[config.mk]
export PLATFORM = sky130hd
export DESIGN_NAME = http_body_dechunker_top
export DESIGN_NICKNAME = d
export VERILOG_FILES = /design/src/hbd_pkg.sv /design/src/http_body_dechunker_top.sv
export SDC_FILE = /design/constraint.sdc
export NUM_CORES = 1
export LEC_CHECK = 0
export BUFFER_PORTS_ARGS = -buffer_cell sky130_fd_sc_hd__buf_2
export CAP_MARGIN = 15
export CORE_ASPECT_RATIO = 1.5
export CORE_MARGIN = 2
export CORE_UTILIZATION = 30
export DETAILED_ROUTE_END_ITERATION = 6
export SLEW_MARGIN = 10
export SYNTH_ARGS = -nofsm -noshare
export SYNTH_HDL_FRONTEND = slang
export SYNTH_SLANG_ARGS = --single-unit
[constraint.sdc]
create_clock -name i_clk -period 5.45 [get_ports i_clk]
set_clock_uncertainty 0.1 [all_clocks]
set_input_delay 1.635 -clock i_clk [delete_from_list [all_inputs] [get_ports i_clk]]
set_output_delay 1.635 -clock i_clk [all_outputs]
set_load 0.02 [all_outputs]
[src/hbd_pkg.sv]
// Shared constants, codes and helpers for the HTTP body dechunker.
`timescale 1ns / 1ps

package hbd_pkg;

    // Default line limits
    localparam int SIZE_LINE_MAX_DEF    = 32;
    localparam int TRAILER_LINE_MAX_DEF = 256;

    // Reset value of max_bytes
    localparam logic [31:0] MAX_BYTES_RST = 32'd4194304;

    // Input command codes
    localparam logic [1:0] CMD_START = 2'd0;
    localparam logic [1:0] CMD_BYTE  = 2'd1;
    localparam logic [1:0] CMD_CLOSE = 2'd2;

    // Body framing modes
    localparam logic [1:0] MODE_UNTIL   = 2'd0;
    localparam logic [1:0] MODE_COUNTED = 2'd1;
    localparam logic [1:0] MODE_CHUNKED = 2'd2;

    // Configuration register indexes
    localparam logic [1:0] CFG_BODY_MODE      = 2'd0;
    localparam logic [1:0] CFG_CONTENT_LENGTH = 2'd1;
    localparam logic [1:0] CFG_MAX_BYTES      = 2'd2;

    // Error codes
    localparam logic [2:0] ERR_NONE       = 3'd0;
    localparam logic [2:0] ERR_CLOSED     = 3'd1;
    localparam logic [2:0] ERR_SIZE_PARSE = 3'd2;
    localparam logic [2:0] ERR_SIZE_LONG  = 3'd3;
    localparam logic [2:0] ERR_CRLF       = 3'd4;
    localparam logic [2:0] ERR_TRAIL_LONG = 3'd5;
    localparam logic [2:0] ERR_TOO_LARGE  = 3'd6;

    // Characters of interest
    localparam logic [7:0] CH_LF   = 8'h0A;
    localparam logic [7:0] CH_CR   = 8'h0D;
    localparam logic [7:0] CH_SEMI = 8'h3B;

    // Result flags carried beside the payload byte
    typedef struct packed {
        logic [2:0] error_code;
        logic       body_done;
        logic       data_valid;
    } t_result_flags;

    // Hex digit decode: bit 4 set when the character is a hex digit
    function automatic logic [4:0] hex_decode(input logic [7:0] c);
        logic [4:0] r;
        r = 5'd0;
        if (c >= 8'h30 && c <= 8'h39) begin
            r = {1'b1, c[3:0]};
        end else if ((c >= 8'h61 && c <= 8'h66) || (c >= 8'h41 && c <= 8'h46)) begin
            r = {1'b1, c[3:0] + 4'd9};
        end
        return r;
    endfunction

endpackage

[src/http_body_dechunker_top.sv]
// HTTP/1.1 response body de-framer: until close, content length and chunked.
// The result of an input transfer is registered and shown on the master side in the next cycle.
// Throughput: one input item per cycle; the output register drains while the
// next item is taken, so a stalled consumer only holds the input back.
// Each item updates the framing state through one level of logic (the widest
// path is the 32-bit payload limit compare). Reset is synchronous, active low:
// it clears the framing state, the output valid and the registers to defaults.
`timescale 1ns / 1ps

module http_body_dechunker_top
    import hbd_pkg::*;
#(
    parameter int SIZE_LINE_MAX    = SIZE_LINE_MAX_DEF,
    parameter int TRAILER_LINE_MAX = TRAILER_LINE_MAX_DEF
) (
    input  logic        i_clk,
    input  logic        i_rst_n,
    // input stream
    input  logic        s_axis_tvalid,
    output logic        s_axis_tready,
    input  logic [7:0]  s_axis_tdata,   // [7:0] byte_in
    input  logic [1:0]  s_axis_tuser,   // [1:0] cmd
    // result stream
    output logic        m_axis_tvalid,
    input  logic        m_axis_tready,
    output logic [7:0]  m_axis_tdata,   // [7:0] data_byte
    output logic [4:0]  m_axis_tuser,   // [0] data_valid, [1] body_done, [4:2] error_code
    // configuration writes
    input  logic        i_cfg_valid,
    output logic        o_cfg_ready,
    input  logic [1:0]  i_cfg_index,
    input  logic [31:0] i_cfg_data
);

    // Line counter must hold a full size line and one char past the trailer limit
    localparam int LEN_MAX = (SIZE_LINE_MAX > TRAILER_LINE_MAX + 1) ?
                             SIZE_LINE_MAX : TRAILER_LINE_MAX + 1;
    localparam int LEN_W   = $clog2(LEN_MAX + 1);
    localparam logic [LEN_W-1:0] SIZE_LIM  = LEN_W'(SIZE_LINE_MAX);
    localparam logic [LEN_W-1:0] TRAIL_LIM = LEN_W'(TRAILER_LINE_MAX);
    localparam logic [LEN_W-1:0] LEN_ONE   = LEN_W'(1);

    // Phase codes
    localparam logic [2:0] PH_IDLE    = 3'd0;
    localparam logic [2:0] PH_UNTIL   = 3'd1;
    localparam logic [2:0] PH_COUNTED = 3'd2;
    localparam logic [2:0] PH_SIZE    = 3'd3;
    localparam logic [2:0] PH_DATA    = 3'd4;
    localparam logic [2:0] PH_CRLF    = 3'd5;
    localparam logic [2:0] PH_TRAILER = 3'd6;

    // Configuration registers
    logic [1:0]  r_body_mode;
    logic [31:0] r_content_length;
    logic [31:0] r_max_bytes;

    // Framing state
    logic [2:0]       r_phase,          n_phase;
    logic [LEN_W-1:0] r_line_len,       n_line_len;
    logic [31:0]      r_size_acc,       n_size_acc;
    logic             r_digit_seen,     n_digit_seen;
    logic             r_past_semicolon, n_past_semicolon;
    logic             r_line_bad,       n_line_bad;
    logic             r_pending_cr,     n_pending_cr;
    logic [31:0]      r_chunk_left,     n_chunk_left;
    logic [31:0]      r_content_left,   n_content_left;
    logic             r_crlf_seen,      n_crlf_seen;
    logic             r_crlf_ok,        n_crlf_ok;
    logic [31:0]      r_payload_count,  n_payload_count;

    // Output register
    logic          r_out_valid;
    logic [7:0]    r_out_byte,  n_out_byte;
    t_result_flags r_out_flags, n_out_flags;

    logic       in_xfer;
    logic [7:0] c;
    logic [1:0] cmd;
    logic       too_large;
    logic [4:0] hex;
    logic       is_cr;

    assign s_axis_tready = !r_out_valid || m_axis_tready;
    assign in_xfer       = s_axis_tvalid && s_axis_tready;
    assign c             = s_axis_tdata;
    assign cmd           = s_axis_tuser;
    assign too_large     = (r_payload_count >= r_max_bytes);
    assign hex           = hex_decode(c);
    assign is_cr         = (c == CH_CR);

    assign o_cfg_ready   = 1'b1;
    assign m_axis_tvalid = r_out_valid;
    assign m_axis_tdata  = r_out_byte;
    assign m_axis_tuser  = r_out_flags;

    // Next framing state and result for the item at the input
    always_comb begin
        logic p_semi, p_bad;
        n_phase          = r_phase;
        n_line_len       = r_line_len;
        n_size_acc       = r_size_acc;
        n_digit_seen     = r_digit_seen;
        n_past_semicolon = r_past_semicolon;
        n_line_bad       = r_line_bad;
        n_pending_cr     = r_pending_cr;
        n_chunk_left     = r_chunk_left;
        n_content_left   = r_content_left;
        n_crlf_seen      = r_crlf_seen;
        n_crlf_ok        = r_crlf_ok;
        n_payload_count  = r_payload_count;
        n_out_byte       = 8'd0;
        n_out_flags      = '0;
        p_semi           = r_past_semicolon;
        p_bad            = r_line_bad;

        case (cmd)
            CMD_START: begin
                n_line_len       = '0;
                n_size_acc       = '0;
                n_digit_seen     = 1'b0;
                n_past_semicolon = 1'b0;
                n_line_bad       = 1'b0;
                n_pending_cr     = 1'b0;
                n_chunk_left     = '0;
                n_crlf_seen      = 1'b0;
                n_crlf_ok        = 1'b1;
                n_payload_count  = '0;
                n_content_left   = '0;
                if (r_body_mode == MODE_COUNTED) begin
                    n_content_left = r_content_length;
                    if (r_content_length == 32'd0) begin
                        n_out_flags.body_done = 1'b1;
                        n_phase               = PH_IDLE;
                    end else begin
                        n_phase = PH_COUNTED;
                    end
                end else if (r_body_mode == MODE_CHUNKED) begin
                    n_phase = PH_SIZE;
                end else begin
                    n_phase = PH_UNTIL;
                end
            end
            CMD_CLOSE: begin
                if (r_phase == PH_UNTIL || r_phase == PH_TRAILER) begin
                    n_out_flags.body_done = 1'b1;
                    n_phase               = PH_IDLE;
                end else if (r_phase != PH_IDLE) begin
                    n_out_flags.error_code = ERR_CLOSED;
                    n_phase                = PH_IDLE;
                end
            end
            CMD_BYTE: begin
                unique case (r_phase) inside
                    PH_UNTIL, PH_COUNTED, PH_DATA: begin
                        // payload byte, subject to the size limit
                        if (too_large) begin
                            n_out_flags.error_code = ERR_TOO_LARGE;
                            n_phase                = PH_IDLE;
                        end else begin
                            n_payload_count        = r_payload_count + 32'd1;
                            n_out_flags.data_valid = 1'b1;
                            n_out_byte             = c;
                            if (r_phase == PH_COUNTED) begin
                                n_content_left = r_content_left - 32'd1;
                                if (r_content_left == 32'd1) begin
                                    n_out_flags.body_done = 1'b1;
                                    n_phase               = PH_IDLE;
                                end
                            end else if (r_phase == PH_DATA) begin
                                n_chunk_left = r_chunk_left - 32'd1;
                                if (r_chunk_left == 32'd1) begin
                                    n_crlf_seen = 1'b0;
                                    n_crlf_ok   = 1'b1;
                                    n_phase     = PH_CRLF;
                                end
                            end
                        end
                    end
                    PH_SIZE: begin
                        if (c == CH_LF) begin
                            n_line_len       = '0;
                            n_size_acc       = '0;
                            n_digit_seen     = 1'b0;
                            n_past_semicolon = 1'b0;
                            n_line_bad       = 1'b0;
                            n_pending_cr     = 1'b0;
                            if (!r_digit_seen || r_line_bad) begin
                                n_out_flags.error_code = ERR_SIZE_PARSE;
                                n_phase                = PH_IDLE;
                            end else if (r_size_acc == 32'd0) begin
                                n_phase = PH_TRAILER;
                            end else begin
                                n_chunk_left = r_size_acc;
                                n_phase      = PH_DATA;
                            end
                        end else begin
                            // a held CR that was not followed by LF is a bad char
                            if (r_pending_cr && !p_semi && !p_bad) begin
                                p_bad = 1'b1;
                            end
                            n_pending_cr = is_cr;
                            if (!is_cr && !p_semi && !p_bad) begin
                                if (c == CH_SEMI) begin
                                    p_semi = 1'b1;
                                end else if (hex[4]) begin
                                    n_size_acc   = {r_size_acc[27:0], hex[3:0]};
                                    n_digit_seen = 1'b1;
                                end else begin
                                    p_bad = 1'b1;
                                end
                            end
                            n_past_semicolon = p_semi;
                            n_line_bad       = p_bad;
                            n_line_len       = r_line_len + LEN_ONE;
                            if (r_line_len + LEN_ONE >= SIZE_LIM) begin
                                n_out_flags.error_code = ERR_SIZE_LONG;
                                n_phase                = PH_IDLE;
                            end
                        end
                    end
                    PH_CRLF: begin
                        if (!r_crlf_seen) begin
                            n_crlf_ok   = is_cr;
                            n_crlf_seen = 1'b1;
                        end else begin
                            n_crlf_seen = 1'b0;
                            n_crlf_ok   = 1'b1;
                            if (!(r_crlf_ok && c == CH_LF)) begin
                                n_out_flags.error_code = ERR_CRLF;
                                n_phase                = PH_IDLE;
                            end else begin
                                n_line_len       = '0;
                                n_size_acc       = '0;
                                n_digit_seen     = 1'b0;
                                n_past_semicolon = 1'b0;
                                n_line_bad       = 1'b0;
                                n_pending_cr     = 1'b0;
                                n_phase          = PH_SIZE;
                            end
                        end
                    end
                    PH_TRAILER: begin
                        if (c == CH_LF) begin
                            // empty line or a lone CR ends the body
                            if (r_line_len == '0 || (r_line_len == LEN_ONE && r_pending_cr))
                            begin
                                n_out_flags.body_done = 1'b1;
                                n_phase               = PH_IDLE;
                            end
                            n_line_len       = '0;
                            n_size_acc       = '0;
                            n_digit_seen     = 1'b0;
                            n_past_semicolon = 1'b0;
                            n_line_bad       = 1'b0;
                            n_pending_cr     = 1'b0;
                        end else begin
                            n_pending_cr = is_cr;
                            n_line_len   = r_line_len + LEN_ONE;
                            if (r_line_len >= TRAIL_LIM) begin
                                n_out_flags.error_code = ERR_TRAIL_LONG;
                                n_phase                = PH_IDLE;
                            end
                        end
                    end
                    default: begin
                        // idle: bytes are dropped
                    end
                endcase
            end
            default: begin
                // unknown command: no state change
            end
        endcase
    end

    // Configuration register writes
    always_ff @(posedge i_clk) begin
        if (!i_rst_n) begin
            r_body_mode      <= MODE_UNTIL;
            r_content_length <= '0;
            r_max_bytes      <= MAX_BYTES_RST;
        end else if (i_cfg_valid) begin
            unique case (i_cfg_index)
                CFG_BODY_MODE:      r_body_mode      <= i_cfg_data[1:0];
                CFG_CONTENT_LENGTH: r_content_length <= i_cfg_data;
                CFG_MAX_BYTES:      r_max_bytes      <= i_cfg_data;
                default: begin
                    // writes past the register list are dropped
                end
            endcase
        end
    end

    // Framing state update on each input transfer
    always_ff @(posedge i_clk) begin
        if (!i_rst_n) begin
            r_phase          <= PH_IDLE;
            r_line_len       <= '0;
            r_size_acc       <= '0;
            r_digit_seen     <= 1'b0;
            r_past_semicolon <= 1'b0;
            r_line_bad       <= 1'b0;
            r_pending_cr     <= 1'b0;
            r_chunk_left     <= '0;
            r_content_left   <= '0;
            r_crlf_seen      <= 1'b0;
            r_crlf_ok        <= 1'b1;
            r_payload_count  <= '0;
        end else if (in_xfer) begin
            r_phase          <= n_phase;
            r_line_len       <= n_line_len;
            r_size_acc       <= n_size_acc;
            r_digit_seen     <= n_digit_seen;
            r_past_semicolon <= n_past_semicolon;
            r_line_bad       <= n_line_bad;
            r_pending_cr     <= n_pending_cr;
            r_chunk_left     <= n_chunk_left;
            r_content_left   <= n_content_left;
            r_crlf_seen      <= n_crlf_seen;
            r_crlf_ok        <= n_crlf_ok;
            r_payload_count  <= n_payload_count;
        end
    end

    // Output register: valid control
    always_ff @(posedge i_clk) begin
        if (!i_rst_n) begin
            r_out_valid <= 1'b0;
        end else if (in_xfer) begin
            r_out_valid <= 1'b1;
        end else if (m_axis_tready) begin
            r_out_valid <= 1'b0;
        end
    end

    // Output register: payload
    always_ff @(posedge i_clk) begin
        if (in_xfer) begin
            r_out_byte  <= n_out_byte;
            r_out_flags <= n_out_flags;
        end
    end

endmodule

==> metrics, run 1 <==
status complete, no violations; Worst Setup End Kind primary output; post-DR wirelength/cell 17.6 um; Int Power 2960 uW; DR vias 12200; Synth Area per Inst 7.55 um^2; Cell variety after synth 83; Longest Clk Path Bufs 3; syn nets 1739; fin crit share 75.7%; DP Worst Slack 1060 ps; Tot Pwr 4150 uW; Final Hold Fails 0; reg2reg end r_content_left[7]$_SDFFE_PN0P_; vias in the first global route 11600; CP Cell Sequence buf_2, nor2b_1, inv_1, buf_2; Worst Max-Slew Pin Slew 1140 ps; CTS tree yes; setup repair after global routing missed its margin false; core area 0.0410 mm^2; clock network power share 42.4%; critical hold path startpoint r_max_bytes[6]$_SDFFE_PN0P_; worst hold stages 2; most common cell after layout, fill and taps aside nand2_1; Final setup viols 0; Die Height 253 um; GRT Total Usage 17.5%; WP buf/inv 3; Routability Congestion 0.922; Worst VDD drop 0.229 mV; Post-synth EDFFs 13; total of warnings raised by yosys 0; Setup WS post-layout 1330 ps; # port buffers 63; FP Rows 91; worst skew pair latency 540 ps; setup slack, reg-to-reg 1910 ps; Iter 0 DRT Violations 972; clk slew on worst S/H paths 60 ps; Min-Delay Endpoint r_max_bytes[6]$_SDFFE_PN0P_; crit path DAT 2390 ps; final WL 38.4 mm; sequential area share after synthesis 37.6%; worst r2r path cells 9; Pwr Density 297 mW/mm^2; placed inst area 0.0131 mm^2; post-CTS setup buffers 0; Final Hold Slack 355 ps; Top delay family on crit path buffers and inverters; Area growth, synth to finish 12.8%; RR Startpoint r_payload_count[17]$_SDFFE_PN0P_; I/O pins 65; DR DRC count 0; die area 0.0430 mm^2; Max Cap Viol 0; Worst Path Required 3720 ps; post-synthesis cell count 1641; Critical Path Max Stage Delay 330 ps; Reg power frac 42.4%; ys flop type dfxtp_1; DP Wirelength 27.2 mm; Peak Freq 242 MHz; switching power 1190 uW; ratio of cells with drive above 1 in the final layout 9.74%; H-tree lvl count 1; CTS Root Cell clkbuf_16; post-CTS sizing 0; GR Overflow Total 0; Sum Neg Setup Slack 0 ps; Crit Path Category in2out; vias per inst 5.59; fin area 0.0140 mm^2; crit path max-delay cell type nor2b_1; antenna-violating nets left 0; post-layout min period 4120 ps; CTS Hold Bufs 0; critical path launch point type input pin; starting density of the core 30.2%; pin count of the biggest net entering global routing 81; Most common cell on crit path buf_2; first-pass detailed-route iteration total 5; combinational power share 15.2%; most frequent cells in the layout nand2_1 (296), dfxtp_1 (213), a21oi_1 (173), o21ai_0 (114), nor2_1 (92); Slew Limit Fails 0; Clock Sinks 226; Inserted Diodes 0; crit path max fanout 4; #FFs+latches synth 226; global-route wire length before repair 61.3 mm; worst rel slew slack 23.0%; Lkg Pwr 0.00497 uW; Num CTS Buffers 24; hold crit path type reg2reg; Final #Nets 1744; switching share of power 28.7%; Cell Area, Synth 0.0124 mm^2; FILL cells 4321; initial antenna violation count 0; Die W 170 um; Async S/R FF share, synth 0%
==> per-layer routing <==
layer	GRT usage [%]	vias up	wire [um]
met5	0	-	0
met4	9.96	0	2120
met1	19.6	5785	15100
li1	-	5956	-
met2	32.0	321	19800
met3	1.89	105	1380
==> cell usage after synthesis, types with 3 or more instances <==
| cell | instances | area (um^2) |
|---|---|---|
| o22ai_1 | 9 | 56.3 |
| nand3b_1 | 7 | 52.6 |
| xnor2_1 | 13 | 114 |
| a221oi_1 | 7 | 61.3 |
| o32ai_1 | 10 | 87.6 |
| a211o_1 | 3 | 26.3 |
| or3_1 | 33 | 206 |
| inv_1 | 63 | 236 |
| or4_1 | 24 | 180 |
| a21o_1 | 3 | 22.5 |
| edfxtp_1 | 13 | 390 |
| or3b_2 | 3 | 26.3 |
| nor2b_1 | 5 | 31.3 |
| and3_1 | 13 | 81.3 |
| or2_2 | 7 | 43.8 |
| a32o_1 | 8 | 80.1 |
| nor4_1 | 36 | 225 |
| nor4b_1 | 4 | 35.0 |
| nand4_1 | 36 | 225 |
| a31oi_1 | 20 | 125 |
| clkbuf_1 | 82 | 308 |
| a21oi_1 | 173 | 866 |
| o221ai_1 | 9 | 78.8 |
| o211ai_1 | 5 | 37.5 |
| a41oi_1 | 3 | 26.3 |
| nor3_1 | 54 | 270 |
| ha_1 | 49 | 613 |
| nand3_1 | 75 | 375 |
| o21ai_0 | 114 | 571 |
| nand2_1 | 296 | 1110 |
| nand2b_1 | 7 | 43.8 |
| a22oi_1 | 6 | 45.0 |
| mux2i_1 | 5 | 50.1 |
| dfxtp_1 | 213 | 4260 |
| buf_2 | 12 | 60.1 |
| and2_1 | 6 | 37.5 |
| buf_1 | 13 | 48.8 |
| a211oi_1 | 13 | 97.6 |
| a311oi_1 | 3 | 26.3 |
| o31ai_1 | 22 | 165 |
| xor2_1 | 13 | 114 |
| nor2_1 | 93 | 349 |
| nor3b_1 | 6 | 45.0 |
==> registers in the layout, indices dropped and copies added (netlist names) <==
| register | cells |
|---|---|
| r_line_len | 9 |
| r_phase | 3 |
| m_axis_tvalid | 1 |
| r_crlf_ok | 1 |
| m_axis_tdata | 8 |
| r_pending_cr | 1 |
| r_payload_count | 32 |
| r_chunk_left | 32 |
| m_axis_tuser | 5 |
| r_digit_seen | 1 |
| r_max_bytes | 32 |
| r_past_semicolon | 1 |
| r_line_bad | 1 |
| r_crlf_seen | 1 |
| r_size_acc | 32 |
| r_body_mode | 2 |
| r_content_left | 32 |
| r_content_length | 32 |
==> tightest hold or removal path: cells and delay by family (launching register included) <==
| family | cells | cell delay [ps] |
|---|---|---|
| simple gates | 1 | 50 |
| flops | 1 | 310 |
| compound gates | 1 | 50 |
==> power by group through the flow <==
stage | clock, uW | sequential, uW | combinational [uW]
global placement | 0 | 1800 | 611
global route | 1860 | 1770 | 695
floorplan | 0 | 1780 | 446
finish | 1760 | 1760 | 630
detailed placement | 0 | 1800 | 621
CTS | 1800 | 1760 | 624
==> kinds of logic after synthesis <==
kind of cell               Yosys count  synth area share [%]
and+or+nand+nor                    721                  28.1
AOI/OAI and AO/OA                  438                  21.4
DFF                                226                  37.6
buffers and inverters              173                  5.46
adders and majority gates           49                  4.95
xor gates and xnor gates            26                  1.84
muxes                                7                 0.586
other                                1                0.0303
==> worst max-delay path by stage <==
stage          slack, ps                           end  depth (start not counted)             from
2_1_floorplan       1150    r_line_len[2]$_SDFFE_PN0P_                          8    s_axis_tvalid
3_3_place_gp        1150  r_chunk_left[2]$_SDFFE_PN0P_                         11  s_axis_tdata[0]
3_5_place_dp        1060  r_chunk_left[2]$_SDFFE_PN0P_                         11  s_axis_tdata[0]
4_1_cts             1290                 s_axis_tready                          4    m_axis_tready
5_1_grt             1240                 s_axis_tready                          4    m_axis_tready
6_report            1330                 s_axis_tready                          4    m_axis_tready
==> layout make-up <==
cell class,count,area [um^2],area share [%]
Sequential cell,226,4650,33.3
Timing Repair Buffer,88,518,3.71
Clock buffer,30,684,4.90
Tap cell,511,639,4.57
Multi-Input combinational cell,1242,7080,50.6
Clock inverter,14,161,1.15
Inverter,64,243,1.74
==> metrics by stage <==
stage | utilization, % | instances
finish | 34.1 | 2175
global route | 34.1 | 2175
CTS | 34.0 | 2173
detailed placement | 32.0 | 2129
global placement | 32.0 | 2129
floorplan | - | 1641
Power figures use the tool's default switching activity.
==> run 2, diff against run 1 <==
Clock period 5.45 ns to 4.3 ns, I/O delays scaled along.
==> run 2 against run 1 <==
Net effect: worst hold slack lost 1.7 ps; combinational power is 29% higher; non-clock buffer count grew 14; final cell count is 0.41% higher; critical path depth rose by 5; design area about the same; sequential power rose by 27%; wire length is 0.62% higher; setup slack got worse by 570 ps; first-iteration DRC count increased by 9.2%; flip-flop and latch count stayed put; register-to-register slack got worse by 1200 ps; critical path type is now reg2reg; critical endpoint is now r_content_left[7]$_SDFFE_PN0P_.
==> metrics, run 2 (synthesized netlist as in run 1, its figures left out) <==
status complete, no violations (unchanged); Max Cap Viol 0 (unchanged); post-CTS sizing 0 (unchanged); Sum Neg Setup Slack 0 ps (unchanged); CTS Hold Bufs 0 (unchanged); DR DRC count 0 (unchanged); H-tree lvl count 1 (unchanged); Worst Max-Slew Pin Slew 906 ps (was 1140 ps); Num CTS Buffers 23 (was 24); core area 0.0410 mm^2 (unchanged); Final Hold Fails 0 (unchanged); fin area 0.0140 mm^2 (about the same); Layout Utilization 34.1% (about the same); Routability Congestion 0.864 (was 0.922); Top delay family on crit path compound AO/OA/AOI/OAI gates (was buffers and inverters); Crit Path Category reg2reg (was in2out); # port buffers 63 (unchanged); post-CTS setup buffers 0 (unchanged); setup repair after global routing missed its margin false (unchanged); Die W 170 um (unchanged); Setup WS post-layout 753 ps (was 1330 ps); Levels on crit path 9 (was 4); clock network power share 40.6% (was 42.4%); clk slew on worst S/H paths 70 ps (was 60 ps); vias in the first global route 11600 (about the same); worst skew pair latency 530 ps (was 540 ps); Clock Sinks 226 (unchanged); Worst Path Required 4630 ps (was 3720 ps); DP Wirelength 27.8 mm (was 27.2 mm); global-route wire length before repair 61.7 mm (was 61.3 mm); starting density of the core 30.2% (unchanged); crit path max-delay cell type a221oi_2 (was nor2b_1); GR Overflow Total 0 (unchanged); combinational power share 15.9% (was 15.2%); Reg power frac 43.5% (was 42.4%); first-pass detailed-route iteration total 5 (unchanged); initial antenna violation count 0 (unchanged); most common cell after layout, fill and taps aside nand2_1 (unchanged); post-layout min period 3550 ps; final WL 38.6 mm (was 38.4 mm); Worst VDD drop 0.232 mV (was 0.229 mV); hold crit path type reg2reg (unchanged); die area 0.0430 mm^2 (unchanged); Final #Nets 1757 (was 1744); Critical Path Max Stage Delay 560 ps (was 330 ps); I/O pins 65 (unchanged); WP buf/inv 1 (was 3); Pwr Density 366 mW/mm^2 (was 297 mW/mm^2); critical path launch point type register (was input pin); post-DR wirelength/cell 17.7 um (was 17.6 um); antenna-violating nets left 0 (unchanged); Area growth, synth to finish 12.8% (about the same); worst rel slew slack 39.0% (was 23.0%); Lkg Pwr 0.00499 uW (was 0.00497 uW); worst r2r path cells 9 (unchanged); Int Power 3650 uW (was 2960 uW); CTS Root Cell clkbuf_16 (unchanged); Final setup viols 0 (unchanged); crit path DAT 3880 ps (was 2390 ps); vias per inst 5.57 (was 5.59); pin count of the biggest net entering global routing 67 (was 81); Slew Limit Fails 0 (unchanged); Worst Setup End Kind register (was primary output); GRT Total Usage 17.6% (was 17.5%); DR vias 12200 (about the same); fin crit share 82.5%; Inserted Diodes 0 (unchanged); CP Cell Sequence ha_1, and3_1, a221o_1, a221oi_2, nand2_1, o31a_1, buf_4, a311o_1, o211a_1 (was buf_2, nor2b_1, inv_1, buf_2); most frequent cells in the layout nand2_1 (296), dfxtp_1 (213), a21oi_1 (173), o21ai_0 (114), nor2_1 (92) (unchanged); Iter 0 DRT Violations 1061 (was 972); worst hold stages 2 (unchanged); FILL cells 4364 (was 4321); Longest Clk Path Bufs 3 (unchanged); switching power 1480 uW (was 1190 uW); DP Worst Slack 434 ps (was 1060 ps); switching share of power 28.8% (was 28.7%); Die Height 253 um (unchanged); ratio of cells with drive above 1 in the final layout 9.92% (was 9.74%); CTS tree yes (unchanged); placed inst area 0.0132 mm^2 (was 0.0131 mm^2); FP Rows 91 (unchanged); crit path max fanout 34 (was 4); Peak Freq 282 MHz
## run 2: cell count changes in the layout (fill, tap and decap cells not counted), sizes merged
cell | before | now
clkinv | 9 | 5
clkinvlp | 2 | 1
buf | 88 | 102
## run 2: power by group through the flow
stage	clock network, uW	logic (uW)	registers [uW]
after global placement	0	792	2270
after global routing	2220	901	2230
after detailed placement	0	805	2270
after floorplan	0	566	2260
final	2080	812	2230
after CTS	2130	809	2230
## run 2: worst paths after layout
check        slack [ps]                             end                              from
max                 750  r_content_left[7]$_SDFFE_PN0P_  r_payload_count[19]$_SDFFE_PN0P_
max reg2reg         750  r_content_left[7]$_SDFFE_PN0P_  r_payload_count[19]$_SDFFE_PN0P_
min                 350    r_max_bytes[24]$_SDFFE_PN0P_      r_max_bytes[24]$_SDFFE_PN0P_
min reg2reg         350    r_max_bytes[24]$_SDFFE_PN0P_      r_max_bytes[24]$_SDFFE_PN0P_
## run 2: worst register-to-register path, delay by kind of cell, from the launching register on
family / cells / cell delay, ps
compound gates: 5 / 1810
simple gates: 2 / 610
flops: 1 / 410
fa+ha+maj: 1 / 270
buf+inv: 1 / 240
## run 2: cell type report
type                    instances  area (um^2)  area share [%]
clock inverters                 9          125           0.895
multi-input cells            1242         7080            50.6
well taps                     511          639            4.57
repair buffers                102          621            4.44
flip-flops and latches        226         4650            33.3
inverters                      64          243            1.74
clock buffers                  30          622            4.45
## run 2: stage by stage
step / std cells / power (uW) / hold WS (ps)
floorplan: 1641 / 2830 / 330
global placement: 2145 / 3070 / 344
detailed placement: 2145 / 3080 / 347
CTS: 2184 / 5160 / 356
global route: 2184 / 5350 / 366
finish: 2184 / 5120 / 353
## run 2: layer usage
layer	vias to the layer above	GRT usage, %	wire length [um]
met5	-	0	0
met4	0	10.0	2140
met3	104	1.75	1450
met2	333	31.6	19600
met1	5748	20.3	15400
li1	5976	-	-
==> run 3, diff against run 2 <==
Settings changed: ABC_AREA set to 1.
Clock period 4.3 ns to 2.9 ns, I/O delays scaled along.
==> run 3 against run 2 <==
Net effect: sequential share of layout area is 3.2 points lower; flip-flop and latch count stayed put; final cell count is 25% higher; fmax is 29% higher; design area is 11% higher; global-route usage is 0.75 points lower; largest cell class unchanged; largest power group unchanged; highest routed layer unchanged.
==> metrics, run 3 <==
global-route wire length before repair 64.9 mm (was 61.7 mm); post-CTS setup buffers 0 (unchanged); vias per inst 4.92 (was 5.57); Reg power frac 40.4% (was 43.5%); GRT Total Usage 16.9% (was 17.6%); post-synthesis compound-gate area fraction 13.0% (was 21.4%); largest family of logic cells by synthesized area simple AND/OR/NAND/NOR gates (unchanged); post-DR wirelength/cell 14.7 um (was 17.7 um); CTS tree yes (unchanged); core area 0.0448 mm^2 (was 0.0410 mm^2); worst rel slew slack 62.0% (was 39.0%); Iter 0 DRT Violations 654 (was 1061); FP Rows 95 (was 91); first-pass detailed-route iteration total 5 (unchanged); Int Power 5740 uW (was 3650 uW); Num CTS Buffers 25 (was 23); Cell Area, Synth 0.0136 mm^2 (was 0.0124 mm^2); CTS Hold Bufs 0 (unchanged); Worst Max-Slew Pin Slew 571 ps (was 906 ps); Lkg Pwr 0.00646 uW (was 0.00499 uW); critical path launch point type register (unchanged); Worst VDD drop 0.435 mV (was 0.232 mV); Post-Synth XOR/XNOR Area 3.93% (was 1.84%); top post-synthesis cells by area dfxtp_1 (31%), nand2_1 (13%), nor2_1 (11%) (was dfxtp_1 (34%), nand2_1 (9.0%), a21oi_1 (7.0%)); Worst Path Required 3190 ps (was 4630 ps); sequential area share after synthesis 34.3% (was 37.6%); crit path DAT 3030 ps (was 3880 ps); Yosys top cell by area dfxtp_1 (unchanged); Area growth, synth to finish 13.9% (was 12.8%); pin count of the biggest net entering global routing 80 (was 67); setup slack, reg-to-reg 160 ps (was 750 ps); total of warnings raised by yosys 0 (unchanged); Min-Delay Endpoint r_max_bytes[1]$_SDFFE_PN0P_ (was r_max_bytes[24]$_SDFFE_PN0P_); Clock Sinks 226 (unchanged); vias in the first global route 13000 (was 11600); most common cell after layout, fill and taps aside nand2_1 (unchanged); Synth Area per Inst 6.48 um^2 (was 7.55 um^2); Pwr Density 540 mW/mm^2 (was 366 mW/mm^2); antenna-violating nets left 0 (unchanged); Crit Path Category reg2reg (unchanged); worst r2r path cells 14 (was 9); area occupied by multi-input gates 0.00779 mm^2 (was 0.00708 mm^2); switching power 2610 uW (was 1480 uW); switching share of power 31.2% (was 28.8%); fin crit share 94.5% (was 82.5%); DP Wirelength 29.9 mm (was 27.8 mm); Async S/R FF share, synth 0% (unchanged); status complete, no violations (unchanged); reg2reg end r_payload_count[19]$_SDFFE_PN0P_ (was r_content_left[7]$_SDFFE_PN0P_); worst hold stages 2 (unchanged); Cell variety after synth 47 (was 83); clock network power share 39.3% (was 40.6%); simple-gate share of the synthesized area 35.7% (was 28.1%); ratio of cells with drive above 1 in the final layout 8.79% (was 9.92%); Die Height 265 um (was 253 um); setup repair after global routing missed its margin false (unchanged); GR Overflow Total 0 (unchanged); Tot Pwr 8350 uW (was 5120 uW); I/O pins 65 (unchanged); #FFs+latches synth 226 (unchanged); # port buffers 63 (unchanged); most frequent cells in the layout nand2_1 (470), nor2_1 (391), dfxtp_1 (213), inv_1 (175), a21oi_1 (162) (was nand2_1 (296), dfxtp_1 (213), a21oi_1 (173), o21ai_0 (114), nor2_1 (92)); register area 0.00465 mm^2 (unchanged); Longest Clk Path Bufs 3 (unchanged); mux cell area share after synthesis 0.0737% (was 0.586%); DR DRC count 0 (unchanged); Yosys top cell area share 31.4% (was 34.4%); Final Hold Fails 0 (unchanged); Max Cap Viol 0 (unchanged); crit path max fanout 32 (was 34); final WL 40.2 mm (was 38.6 mm); Sum Neg Setup Slack 0 ps (unchanged); starting density of the core 30.3% (was 30.2%); syn nets 2193 (was 1739); post-synthesis cell count 2095 (was 1641); Final setup viols 0 (unchanged); combinational power share 20.2% (was 15.9%); post-CTS sizing 0 (unchanged); Routability Congestion 0.939 (was 0.864); worst skew pair latency 550 ps (was 530 ps); Die W 178 um (was 170 um); H-tree lvl count 1 (unchanged); ys flop type dfxtp_1 (unchanged); Post-Synth Adder-Cell Area 4.51% (was 4.95%); CTS Root Cell clkbuf_16 (unchanged); Worst Setup End Kind register (unchanged); FILL cells 4802 (was 4364); Peak Freq 365 MHz (was 282 MHz); initial antenna violation count 0 (unchanged); Post-synth EDFFs 13 (unchanged); die area 0.0470 mm^2 (was 0.0430 mm^2); clk slew on worst S/H paths 60 ps (was 70 ps); DR vias 13500 (was 12200); RR Startpoint r_max_bytes[15]$_SDFFE_PN0P_ (was r_payload_count[19]$_SDFFE_PN0P_); Final #Nets 2229 (was 1757); most common cell in the netlist nand2_1 (unchanged); post-layout min period 2740 ps (was 3550 ps); Inserted Diodes 0 (unchanged); Slew Limit Fails 0 (unchanged); critical hold path startpoint r_max_bytes[1]$_SDFFE_PN0P_ (was r_max_bytes[24]$_SDFFE_PN0P_); hold crit path type reg2reg (unchanged); top post-synthesis cells by count nand2_1 (470), nor2_1 (394), dfxtp_1 (213) (was nand2_1 (296), dfxtp_1 (213), a21oi_1 (173))
## run 3: cell count changes in the layout (fill, tap and decap cells not counted), sizes merged, moves of 24 or more
cell / delta
nor2: +307
nand2: +179
inv: +124
nand3: +71
or3: -36
nor4: -28
or4: -25
xor2: +24
## run 3: cell type report
cell class / instances / area share (%)
clock buffers: 32 / 4.54
clock inverters: 14 / 0.922
inverters: 188 / 4.58
multi-input cells: 1585 / 50.3
flip-flops and latches: 226 / 30.1
well taps: 582 / 4.71
repair buffers: 105 / 4.82
## run 3: how the worst max path moves through the flow
stage,start,end,slack [ps],depth (start not counted)
final,r_max_bytes[15]$_SDFFE_PN0P_,r_payload_count[19]$_SDFFE_PN0P_,160,14
after CTS,r_max_bytes[15]$_SDFFE_PN0P_,r_payload_count[19]$_SDFFE_PN0P_,150,14
after detailed placement,s_axis_tdata[1],r_size_acc[28]$_SDFFE_PN0P_,60,13
after global placement,s_axis_tdata[6],r_size_acc[24]$_SDFFE_PN0P_,120,11
after floorplan,m_axis_tready,r_size_acc[20]$_SDFFE_PN0P_,200,12
after global routing,r_max_bytes[15]$_SDFFE_PN0P_,r_payload_count[28]$_SDFFE_PN0P_,20,14
## run 3: power by group through the flow
stage | logic, uW | clock network (uW) | registers, uW
6_report | 1690 | 3280 | 3380
3_5_place_dp | 1680 | 0 | 3450
3_3_place_gp | 1660 | 0 | 3440
5_1_grt | 1910 | 3470 | 3390
4_1_cts | 1690 | 3370 | 3380
2_1_floorplan | 1230 | 0 | 3430
## run 3: logic make-up (layout without fill, tap and decap cells)
kind of cell / count (synthesis) / count (layout)
buffers and inverters: 284 / 339
other: 1 / 1
AO/OA/AOI/OAI: 327 / 327
AND/OR/NAND/NOR: 1146 / 1146
XOR/XNOR: 61 / 61
adder cells (fa/ha/maj): 49 / 49
flip-flops: 226 / 226
multiplexers: 1 / 1
## run 3: worst max-delay path, stage by stage (launching register included)
cell	delay, ps
dfxtp_1	300
inv_1	50
ha_1	300
a21o_1	190
nor2_1	240
nand2_1	120
nor2_1	120
nand2_1	100
nand2_2	140
nand2_2	130
o21ai_1	290
nand2_1	160
buf_12	190
nand2_1	70
a21oi_1	60
## run 3: per-layer routing
layer / routed length (um) / share of wire (%) / vias to the layer above / track usage [%]
met2: 21200 / 53 / 268 / 32.1
met1: 15500 / 39 / 6165 / 18.0
met3: 1310 / 3.3 / 110 / 1.68
met4: 2080 / 5.2 / 0 / 8.77
li1: - / - / 6911 / -
met5: 0 / 0 / - / 0
## run 3: stage by stage
| step | hold slack, ps | worst slack, ps | instances | cell area [um^2] | util (%) |
|---|---|---|---|---|---|
| after CTS | 361 | 151 | 2732 | 15500 | 34.5 |
| final | 357 | 158 | 2732 | 15500 | 34.5 |
| after floorplan | 335 | 200 | 2095 | 13600 | - |
| after global placement | 347 | 116 | 2686 | 14600 | 32.6 |
| after detailed placement | 353 | 60.8 | 2686 | 14600 | 32.6 |
| after global routing | 379 | 15.6 | 2732 | 15500 | 34.5 |
